$ cat src/kfpf_pkg.sv
package kfpf_pkg;

	localparam int QUEUE_DEPTH = 32;
	localparam int PTR_W       = (QUEUE_DEPTH > 1) ? $clog2(QUEUE_DEPTH) : 1;
	localparam int CNT_W       = $clog2(QUEUE_DEPTH + 1);

	localparam int ID_W      = 32;
	localparam int DEST_W    = 32;
	localparam int ENTRY_W   = ID_W + DEST_W;
	localparam int COUNT_W   = 6;
	localparam int STATUS_W  = 2;
	localparam int S_TDATA_W = 72;
	localparam int M_TDATA_W = 48;

	typedef enum logic [1:0] {
		ACT_ADD   = 2'd0,
		ACT_DROP  = 2'd1,
		ACT_SEND  = 2'd2,
		ACT_FLUSH = 2'd3
	} action_t;

	typedef enum logic [STATUS_W-1:0] {
		STAT_OK       = 2'd0,
		STAT_FULL     = 2'd1,
		STAT_NO_ROUTE = 2'd2
	} status_t;

	typedef enum logic [1:0] {
		S_IDLE,
		S_SCAN,
		S_SUMMARY
	} state_t;

	// controller -> datapath
	typedef struct packed {
		logic start;
		logic step;
		logic summary;
	} ctrl_cmd_t;

	// datapath -> controller
	typedef struct packed {
		logic start_scan;
		logic match;
		logic scan_done;
		logic out_free;
	} ctrl_sts_t;

endpackage

$ cat src/kfpf_ctrl.sv
module kfpf_ctrl (
	input  logic                  clk,
	input  logic                  arst_n,
	input  logic                  in_valid,
	output logic                  in_ready,
	input  kfpf_pkg::ctrl_sts_t   sts,
	output kfpf_pkg::ctrl_cmd_t   cmd
);
	import kfpf_pkg::*;

	state_t state_q;
	state_t state_next;
	logic   advance;

	// a matching entry needs the output register; a kept one never waits
	assign advance = !sts.match || sts.out_free;

	always_ff @(posedge clk or negedge arst_n) begin
		if (!arst_n) begin
			state_q <= S_IDLE;
		end else begin
			state_q <= state_next;
		end
	end

	always_comb begin
		state_next = state_q;
		unique case (state_q)
			S_IDLE: begin
				if (in_valid) begin
					state_next = sts.start_scan ? S_SCAN : S_SUMMARY;
				end
			end
			S_SCAN: begin
				if (advance && sts.scan_done) begin
					state_next = S_SUMMARY;
				end
			end
			S_SUMMARY: begin
				if (sts.out_free) begin
					state_next = S_IDLE;
				end
			end
			default: state_next = S_IDLE;
		endcase
	end

	always_comb begin
		in_ready    = 1'b0;
		cmd.start   = 1'b0;
		cmd.step    = 1'b0;
		cmd.summary = 1'b0;
		unique case (state_q)
			S_IDLE: begin
				in_ready  = 1'b1;
				cmd.start = in_valid;
			end
			S_SCAN: begin
				cmd.step = advance;
			end
			S_SUMMARY: begin
				cmd.summary = sts.out_free;
			end
			default: begin
				in_ready = 1'b0;
			end
		endcase
	end

endmodule

$ cat src/kfpf_datapath.sv
module kfpf_datapath (
	input  logic                            clk,
	input  logic                            arst_n,
	input  kfpf_pkg::ctrl_cmd_t             cmd,
	output kfpf_pkg::ctrl_sts_t             sts,
	input  logic [1:0]                      in_action,
	input  logic [kfpf_pkg::ID_W-1:0]       in_packet_id,
	input  logic [kfpf_pkg::DEST_W-1:0]     in_dest_ip,
	input  logic                            in_route_found,
	output logic                            out_valid,
	input  logic                            out_ready,
	output logic                            out_kind,
	output logic [kfpf_pkg::ID_W-1:0]       out_packet_id,
	output logic                            out_verdict,
	output logic [kfpf_pkg::COUNT_W-1:0]    out_count,
	output logic [kfpf_pkg::STATUS_W-1:0]   out_status,
	output logic [kfpf_pkg::COUNT_W-1:0]    out_queue_length,
	output logic                            out_last
);
	import kfpf_pkg::*;

	logic [ENTRY_W-1:0] mem [QUEUE_DEPTH];
	logic [ENTRY_W-1:0] rdata_q;

	action_t             in_act;
	action_t             action_q;
	status_t             status_q;
	logic [DEST_W-1:0]   dest_q;
	logic [CNT_W-1:0]    fill_q;
	logic [CNT_W-1:0]    rd_q;
	logic [CNT_W-1:0]    wr_q;
	logic [CNT_W-1:0]    count_q;

	logic                full;
	logic                scan_act;
	logic                we;
	logic [PTR_W-1:0]    waddr;
	logic [ENTRY_W-1:0]  wdata;
	logic                re;
	logic [PTR_W-1:0]    raddr;
	logic                load_verdict;

	logic                out_valid_q;
	logic                out_kind_q;
	logic [ID_W-1:0]     out_id_q;
	logic                out_verdict_q;
	logic [COUNT_W-1:0]  out_count_q;
	status_t             out_status_q;
	logic [COUNT_W-1:0]  out_qlen_q;
	logic                out_last_q;

	assign in_act   = action_t'(in_action);
	assign full     = (fill_q >= CNT_W'(QUEUE_DEPTH));
	assign scan_act = (in_act == ACT_DROP) || (in_act == ACT_FLUSH) ||
	                  ((in_act == ACT_SEND) && in_route_found);

	assign sts.start_scan = scan_act && (fill_q != '0);
	assign sts.match      = (action_q == ACT_FLUSH) || (rdata_q[ENTRY_W-1:ID_W] == dest_q);
	assign sts.scan_done  = (rd_q == fill_q);
	assign sts.out_free   = !out_valid_q || out_ready;

	assign load_verdict = cmd.step && sts.match;

	// one write port: append on add, compact kept entries during a scan
	always_comb begin
		we    = 1'b0;
		waddr = fill_q[PTR_W-1:0];
		wdata = {in_dest_ip, in_packet_id};
		if (cmd.start && (in_act == ACT_ADD) && !full) begin
			we = 1'b1;
		end else if (cmd.step && !sts.match) begin
			we    = 1'b1;
			waddr = wr_q[PTR_W-1:0];
			wdata = rdata_q;
		end
	end

	always_comb begin
		re    = 1'b0;
		raddr = '0;
		if (cmd.start && sts.start_scan) begin
			re = 1'b1;
		end else if (cmd.step && !sts.scan_done) begin
			re    = 1'b1;
			raddr = rd_q[PTR_W-1:0];
		end
	end

	always_ff @(posedge clk) begin
		if (we) begin
			mem[waddr] <= wdata;
		end
		if (re) begin
			rdata_q <= mem[raddr];
		end
	end

	always_ff @(posedge clk or negedge arst_n) begin
		if (!arst_n) begin
			fill_q   <= '0;
			rd_q     <= '0;
			wr_q     <= '0;
			count_q  <= '0;
			action_q <= ACT_ADD;
			status_q <= STAT_OK;
		end else begin
			if (cmd.start) begin
				action_q <= in_act;
				count_q  <= '0;
				rd_q     <= CNT_W'(1);
				if (sts.start_scan) begin
					wr_q <= '0;
				end else if ((in_act == ACT_ADD) && !full) begin
					wr_q <= fill_q + CNT_W'(1);
				end else begin
					wr_q <= fill_q;
				end
				if ((in_act == ACT_ADD) && full) begin
					status_q <= STAT_FULL;
				end else if ((in_act == ACT_SEND) && !in_route_found) begin
					status_q <= STAT_NO_ROUTE;
				end else begin
					status_q <= STAT_OK;
				end
			end
			if (cmd.step) begin
				if (sts.match) begin
					count_q <= count_q + CNT_W'(1);
				end else begin
					wr_q <= wr_q + CNT_W'(1);
				end
				if (!sts.scan_done) begin
					rd_q <= rd_q + CNT_W'(1);
				end
			end
			if (cmd.summary) begin
				fill_q <= wr_q;
			end
		end
	end

	always_ff @(posedge clk) begin
		if (cmd.start) begin
			dest_q <= in_dest_ip;
		end
	end

	always_ff @(posedge clk or negedge arst_n) begin
		if (!arst_n) begin
			out_valid_q <= 1'b0;
		end else if (load_verdict || cmd.summary) begin
			out_valid_q <= 1'b1;
		end else if (out_ready) begin
			out_valid_q <= 1'b0;
		end
	end

	always_ff @(posedge clk) begin
		if (load_verdict) begin
			out_kind_q    <= 1'b0;
			out_id_q      <= rdata_q[ID_W-1:0];
			out_verdict_q <= (action_q != ACT_SEND);
			out_count_q   <= '0;
			out_status_q  <= STAT_OK;
			out_qlen_q    <= '0;
			out_last_q    <= 1'b0;
		end else if (cmd.summary) begin
			out_kind_q    <= 1'b1;
			out_id_q      <= '0;
			out_verdict_q <= 1'b0;
			out_count_q   <= COUNT_W'(count_q);
			out_status_q  <= status_q;
			out_qlen_q    <= COUNT_W'(wr_q);
			out_last_q    <= 1'b1;
		end
	end

	assign out_valid        = out_valid_q;
	assign out_kind         = out_kind_q;
	assign out_packet_id    = out_id_q;
	assign out_verdict      = out_verdict_q;
	assign out_count        = out_count_q;
	assign out_status       = out_status_q;
	assign out_queue_length = out_qlen_q;
	assign out_last         = out_last_q;

	a_fill_bound: assert property (@(posedge clk) disable iff (!arst_n)
		fill_q <= CNT_W'(QUEUE_DEPTH))
		else $error("fill count above depth");

	a_no_overwrite: assert property (@(posedge clk) disable iff (!arst_n)
		cmd.step && sts.match |-> sts.out_free)
		else $error("verdict loaded over a waiting result");

	a_summary_out: assert property (@(posedge clk) disable iff (!arst_n)
		cmd.summary |=> out_valid_q && out_kind_q && out_last_q)
		else $error("summary not presented after load");

	a_compact_order: assert property (@(posedge clk) disable iff (!arst_n)
		cmd.step |-> (wr_q + count_q < rd_q + CNT_W'(1)))
		else $error("compaction pointer ahead of scan");

endmodule

$ cat src/keyed_flush_packet_fifo.sv
// Ordered packet buffer with removal by destination key.
//
// Input channel s_*: one item is one action (add, drop by destination,
// send by destination, flush all); accepted when s_tvalid and s_tready are
// both high. Output channel m_*: every action yields zero or more verdict
// items (m_tuser kind 0), one per released entry in arrival order, then one
// summary item (kind 1, m_tlast high) with the count, status and queue length.
//
// An add, a send without route or an action on an empty buffer goes from
// acceptance to the summary, loaded once the output register is free. Drop,
// send and flush read the held entries one per cycle from the entry memory
// unless a match waits for the output register, then load the summary and
// go idle. One action is in work at a time; s_tready is high only while idle.
//
// Receiver stall: results sit in one output register. A scan holds on a
// matching entry until that register is free; entries that stay are compacted
// without waiting. Reset empties the buffer and drops any pending result;
// entry contents are never cleared, since only held slots are read.
module keyed_flush_packet_fifo (
	input  logic                              clk,
	input  logic                              arst_n,
	input  logic                              s_tvalid,
	output logic                              s_tready,
	// packet_id [31:0], dest_ip [63:32], route_found [64], zero pad [71:65]
	input  logic [kfpf_pkg::S_TDATA_W-1:0]    s_tdata,
	// action [1:0]
	input  logic [1:0]                        s_tuser,
	output logic                              m_tvalid,
	input  logic                              m_tready,
	// out_packet_id [31:0], verdict [32], count [38:33], status [40:39],
	// queue_length [46:41], zero pad [47]
	output logic [kfpf_pkg::M_TDATA_W-1:0]    m_tdata,
	// kind [0]
	output logic [0:0]                        m_tuser,
	output logic                              m_tlast
);
	import kfpf_pkg::*;

	ctrl_cmd_t           cmd;
	ctrl_sts_t           sts;
	logic                out_kind;
	logic [ID_W-1:0]     out_packet_id;
	logic                out_verdict;
	logic [COUNT_W-1:0]  out_count;
	logic [STATUS_W-1:0] out_status;
	logic [COUNT_W-1:0]  out_queue_length;

	// sequence actions: accept, scan, summary
	kfpf_ctrl u_ctrl (
		.clk      (clk),
		.arst_n   (arst_n),
		.in_valid (s_tvalid),
		.in_ready (s_tready),
		.sts      (sts),
		.cmd      (cmd)
	);

	// entry memory, pointers, counters and output register
	kfpf_datapath u_datapath (
		.clk              (clk),
		.arst_n           (arst_n),
		.cmd              (cmd),
		.sts              (sts),
		.in_action        (s_tuser),
		.in_packet_id     (s_tdata[ID_W-1:0]),
		.in_dest_ip       (s_tdata[ID_W+DEST_W-1:ID_W]),
		.in_route_found   (s_tdata[ID_W+DEST_W]),
		.out_valid        (m_tvalid),
		.out_ready        (m_tready),
		.out_kind         (out_kind),
		.out_packet_id    (out_packet_id),
		.out_verdict      (out_verdict),
		.out_count        (out_count),
		.out_status       (out_status),
		.out_queue_length (out_queue_length),
		.out_last         (m_tlast)
	);

	// pack result fields, highest first
	assign m_tdata = {1'b0, out_queue_length, out_status, out_count,
	                  out_verdict, out_packet_id};
	assign m_tuser = out_kind;

endmodule

$ cat config.mk
export PLATFORM = sky130hd
export DESIGN_NAME = keyed_flush_packet_fifo
export DESIGN_NICKNAME = d
export VERILOG_FILES = /design/src/kfpf_pkg.sv /design/src/kfpf_ctrl.sv /design/src/kfpf_datapath.sv /design/src/keyed_flush_packet_fifo.sv
export SDC_FILE = /design/constraint.sdc
export NUM_CORES = 2
export LEC_CHECK = 0
export BUFFER_PORTS_ARGS = -buffer_cell sky130_fd_sc_hd__buf_2
export CORE_MARGIN = 2
export CORE_UTILIZATION = 50
export CTS_BUF_LIST = sky130_fd_sc_hd__clkbuf_8 sky130_fd_sc_hd__clkbuf_16
export CTS_CLUSTER_DIAMETER = 150
export CTS_CLUSTER_SIZE = 12
export DETAILED_ROUTE_END_ITERATION = 10
export GPL_TIMING_DRIVEN = 0
export PLACE_DENSITY = 0.71
export SYNTH_ARGS = -nofsm -noshare
export SYNTH_HDL_FRONTEND = slang
export SYNTH_SLANG_ARGS = --single-unit
export TNS_END_PERCENT = 50
$ cat constraint.sdc
create_clock -name clk -period 10.3 [get_ports clk]
set_input_delay 1.03 -clock clk [delete_from_list [all_inputs] [get_ports clk]]
set_output_delay 1.03 -clock clk [all_outputs]
set_load 0.01 [all_outputs]
* Word level (Yosys, flattened, before mapping)
Memories as Yosys holds them, arrays and structs flattened. A register that Yosys moved wholly into a read port is not among the register bits. Cells that the tools add are included.
Word-level totals: register bits 111, bits in latches 0, bits in writable memories 2048, memory bits (read-only) 0, input port bits 78, output and inout port bits 52, logic and storage cells 102, memories 1
Memories:
- u_datapath.mem | words 32, bits a word 64, rd ports 1, clocked after memory_dff 1, wr ports 1, line kfpf_datapath.sv:22 | logic [ENTRY_W-1:0] mem [QUEUE_DEPTH];
Operators by class: add/sub/neg operators 4, $mul 0, divide/modulo/power cells 0, $lt $le $gt $ge 1, equal/unequal tests 12, shifts and indexed selects 0, muxes and demuxes 40, bitwise logic cells 0, reductions and logical operators 29
Operator list (number):
- $mux 64 | 2
- $mux 6 | 11
- $mux 32 | 2
- $eq 32x32->1 | 1
- $add 6x1->6 const B | 4
- $mux 5 | 4
- $mux 1 | 14
- $logic_and 1x1->1 | 12
- $mux 2 | 6
- $eq 2x2->1 const B | 4
- $eq 6x6->1 | 1
- $ge 6x6->1 const B | 1
- $logic_or 1x1->1 | 6
- $pmux 2 s3 | 1
- $reduce_bool 6->1 | 1
- $logic_not 1->1 | 5
- $eq 2x1->1 const B | 2
- $logic_not 2->1 | 2
- $ne 2x1->1 const B | 2
- $ne 2x2->1 const B | 2
- $reduce_bool 2->1 | 2
- $reduce_and 3->1 | 1

* Longest topological paths before layout
depth in word-level cells 10, gate-level depth with buffers 13, gate-level depth less buffers 9

* Hierarchy
Synthesis repeated with hierarchy kept, for this count alone.
Second synthesis, totals: cells, all modules 5542, area total of the unflattened synthesis 86456.7 um^2
Modules (own cells, without submodules):
- kfpf_datapath | times used 1, cells an instance 5523, area an instance 86305.3 um^2, sequential area each 66398.7 um^2
- kfpf_ctrl | times used 1, cells an instance 16, area an instance 132.6 um^2, sequential area each 50.0 um^2
- keyed_flush_packet_fifo | times used 1, cells an instance 3, area an instance 18.8 um^2, sequential area each 0.0 um^2

* Worst setup path before layout
No wires, ideal clock.
path kind reg-to-reg, from reg u_datapath.rdata_q[32], read port of u_datapath.mem, to mem u_datapath.mem[16][0] in the netlist's numbering (enable), library setup time 0.487 ns, data arrival time 4.881 ns, required time 9.813 ns, slack 4.932 ns, stages on the path, launching flop included 9, path through edfxtp_1 > xor2_1 > nor4_1 > nand4_1 > o211ai_1 > buf_2 > mux2i_1 > nand2_1 > nor2_1
Between the ends: word-level cells in the longest chain between the ends 10
RTL lines:
- start: declaration | line kfpf_datapath.sv:23 | logic [ENTRY_W-1:0] rdata_q;
- $eq 32x32->1 * | line kfpf_datapath.sv:58 | assign sts.match = (action_q == ACT_FLUSH) || (rdata_q[ENTRY_W-1:ID_W] == dest_q);
- $logic_or 1x1->1 * | line kfpf_datapath.sv:58
- $logic_not 1->1 * | line kfpf_ctrl.sv:16, kfpf_datapath.sv:71
- $logic_or 1x1->1 | line kfpf_ctrl.sv:16 | assign advance = !sts.match || sts.out_free;
- $mux 1 | line kfpf_ctrl.sv:53 | unique case (state_q)
- $logic_and 1x1->1 * | line kfpf_datapath.sv:71 | end else if (cmd.step && !sts.match) begin
- $mux 1 | line kfpf_datapath.sv:71
- $mux 1 | line kfpf_datapath.sv:69 | if (cmd.start && (in_act == ACT_ADD) && !full) begin
- $mux 1 | line kfpf_datapath.sv:90 | if (we) begin
- $mux 1 (implied by the code) | line kfpf_datapath.sv:91 | mem[waddr] <= wdata;
- end: declaration | line kfpf_datapath.sv:22
Every way passes the cells marked *; elsewhere a longest branch is shown, timed or not.

* Worst setup path after layout
from reg u_datapath.rdata_q[61], read port of u_datapath.mem, to mem u_datapath.mem[1][10] in the netlist's numbering (enable)
The elaborated chain is that of the path after synthesis.

==> results.ini <==
[run_status]
status=finished with violations
violations=capacitance limit, slew limit

[placement]
routabilityCongestion=0.8956
place_ws_ns=3.120
portBuffers=121
postPlaceCellArea_sq_mm=0.09439
dpl.hpwl_um=174800

[cts]
htree_levels=4
path_clk_slew_ns=0.06
cts_setup_buffers=0
cts_tree=built
cts_buffers=203
ctsHoldBuffers=0
clock_sink_count=2223
clk_latency_ns=0.85
cts-root-buf=clkbuf_16
cts_resized=0
cts_buffer_depth=3

[global_route]
grt_pass1_wl_um=361700
grt_max_degree=42
grt_overflow=0
grtUsageTotal_pct=27.49
grt_pass1_vias=52820
antenna_found_initial=19

[pwr]
p_leak_nw=32.31
cellPowerDensity_mw_per_mm2=281.5
irDropWorstVdd_v=0.0002145

[floorplan]
initial_core_util_pct=50.42
coreArea_sq_mm=0.1765
io_pins=130
fp.dieH_um=425.9
die_w_um=425.9
die_area_sq_mm=0.1814
num_rows=154

[min_path]
hp-class=in -> async

[drt]
dr.pass1.iters=6
wirelength_um=252100
drt_iter0_drc=8205
drc=0
wl_per_cell_um=30.73
vias=53820
via_per_inst=6.559
ant_nets=0

[worst_setup_path]
end_kind=register
critPathMaxStageDelay_ns=1.40
worst_ep_required_time_ns=10.83
critPathSlowestCell=o211ai_1
worst_path_dominant_cell_family=simple AND/OR/NAND/NOR gates
crit_arrival_ns=7.89
r2r-start=u_datapath.rdata_q[61]
crit_chain=xor2_1 -> nor4_1 -> nand4_1 -> o211ai_1 -> clkinv_1 -> o31ai_1 -> nand2_1 -> nor2_4 -> buf_12 -> buf_12
startpoint_type=register
crit_buf_inv=3
path_max_fanout=30
crit_start=u_datapath.rdata_q[61]
timing_worst_setup_path_type=reg -> reg
crit_path_frequent_cell=buf_12

[cells_and_area]
final_util_pct=56.58
syn2layout_area_growth_pct=12.21
fin_area_sq_mm=0.09986
nets=5898
layout-drive-gt1-share_pct=14.02

[sta]
min_period_ns=7.358
max_freq_ghz=0.1359
period_share_pct=71.44
hold_viol_final=0
fin_ws_ns=2.942
fin_tns_setup_ns=0
relSlewSlack_pct=-4.921
skew_ns=0.03361
max_slew.worst_pin.slew_ns=1.574
setup_violations=0
rsz0062_at_grt=no
drv_slew=35

[logic_synthesis]
synthTopCellsByCount=2177 x edfxtp_1, 407 x o211ai_1, 354 x nor2_1
syn_area_sq_mm=0.08899
synth_area_per_cell_sq_um=16.44
synth_seq_cells=2223
synth_most_common_cell=edfxtp_1
ys_seq_area_share_pct=74.67
yosysTopAreaCell=edfxtp_1
synthDistinctLibCells=67
synth_area_leaders=edfxtp_1 73%, o211ai_1 3.4%, mux2i_1 3.4%
synth-edff-count=2177
syn_nets=5495
yosysWarnings=0
synth_largest_type_area_fraction_pct=73.46
synth_ff_type=edfxtp_1
synth-async-reset-ratio_pct=1.395
netlist_instances=5412

[job]
cap_violations=5

## registers in the layout, indices dropped and copies added, names as in the netlist, 6 cells and up
| signal | count |
|---|---|
| u_datapath.wr_q | 6 |
| u_datapath.rd_q | 6 |
| u_datapath.fill_q | 6 |
| u_datapath.mem | 2048 |
| u_datapath.out_count | 6 |
| u_datapath.out_packet_id | 32 |
| u_datapath.dest_q | 32 |
| u_datapath.count_q | 6 |
| u_datapath.rdata_q | 64 |
| u_datapath.out_queue_length | 6 |
## logic make-up (layout without fill, tap and decap cells)
family / after synthesis / after routing / synth area share [%]
adders and majority gates: 5 / 5 / 0.07030
AOI/OAI and AO/OA: 1089 / 1089 / 8.847
buffers and inverters: 474 / 910 / 2.113
muxes: 589 / 589 / 8.698
DFF: 2223 / 2223 / 74.67
and+or+nand+nor: 986 / 986 / 5.153
xor gates and xnor gates: 45 / 45 / 0.4429
other: 1 / 18 / 0.004214
## report_power, final
| group | switching, mW | leakage, nW | internal [mW] |
|---|---|---|---|
| combinational | 6.97 | 9.36 | 2.50 |
| clock | 3.13 | 2.73 | 3.53 |
| sequential | 0.227 | 20.2 | 11.8 |
## per-layer routing
layer  part of all wire [%]  vias to the layer above  wire length (um)  GRT usage (%)
met5                  0.063                        -               158              0
met4                    5.5                       22             13970          13.57
met3                     11                      706             27270          6.485
met2                     46                     3453            115800          42.64
met1                     38                    27180             94910          36.66
li1                       -                    22460                 -              -
## cell type report
class,instances,area [sq um]
Buffer,404,1634
Sequential cell,2223,66450
Clock inverter,32,267.8
Tap cell,2340,2928
Multi-Input combinational cell,2715,20950
Antenna cell,17,42.54
Timing Repair Buffer,198,2172
Fill cell,13330,76640
Inverter,70,262.8
Clock buffer,206,5155
## stage by stage
| stage | total power [mW] | hold WS, ns | std cells |
|---|---|---|---|
| floorplan | 17.28 | 0.4431 | 5412 |
| global placement | 21.00 | 0.4325 | 7873 |
| detailed placement | 21.39 | 0.4359 | 7950 |
| CTS | 27.93 | 0.2265 | 8188 |
| global route | 28.93 | 0.2898 | 8195 |
| finish | 28.11 | 0.2447 | 8205 |
## path summary, 6_finish.rpt
path | end | slack, ns | cells after the start
max reg2reg | u_datapath.mem[1][10] | 2.94 | 10
max | u_datapath.mem[1][10] | 2.94 | 10
min reg2reg | u_datapath.out_queue_length[4] | 0.44 | 2
max in group asynchronous | u_datapath.count_q[4] | 9.58 | 1
min in group clk | u_datapath.dest_q[11] | 0.37 | 1
min | u_ctrl.state_q[0] | 0.24 | 1
## placed cells by master (no fill, tap or decap), types with 8 or more instances in the layout
cell type / instances
nor3_1: 21
edfxtp_1: 2177
nor2_1: 321
nor4_1: 9
o21ai_0: 78
mux2i_1: 303
inv_1: 88
o2111ai_1: 60
buf_1: 29
or3_1: 60
and2_1: 35
nor2_4: 33
dfrtp_1: 31
clkbuf_16: 206
nand2_1: 349
xor2_1: 42
a211oi_1: 63
o211ai_1: 407
and4b_1: 55
buf_16: 8
buf_2: 170
mux4_2: 132
a22oi_1: 59
buf_12: 65
o22ai_1: 11
dfxtp_1: 15
a221oi_1: 60
a31oi_1: 134
a21oi_1: 98
clkbuf_2: 9
nand3_1: 17
clkbuf_1: 308
mux2_2: 154
nand4_1: 61
o221ai_1: 67
diode_2: 17
Power figures use the tool's default switching activity.
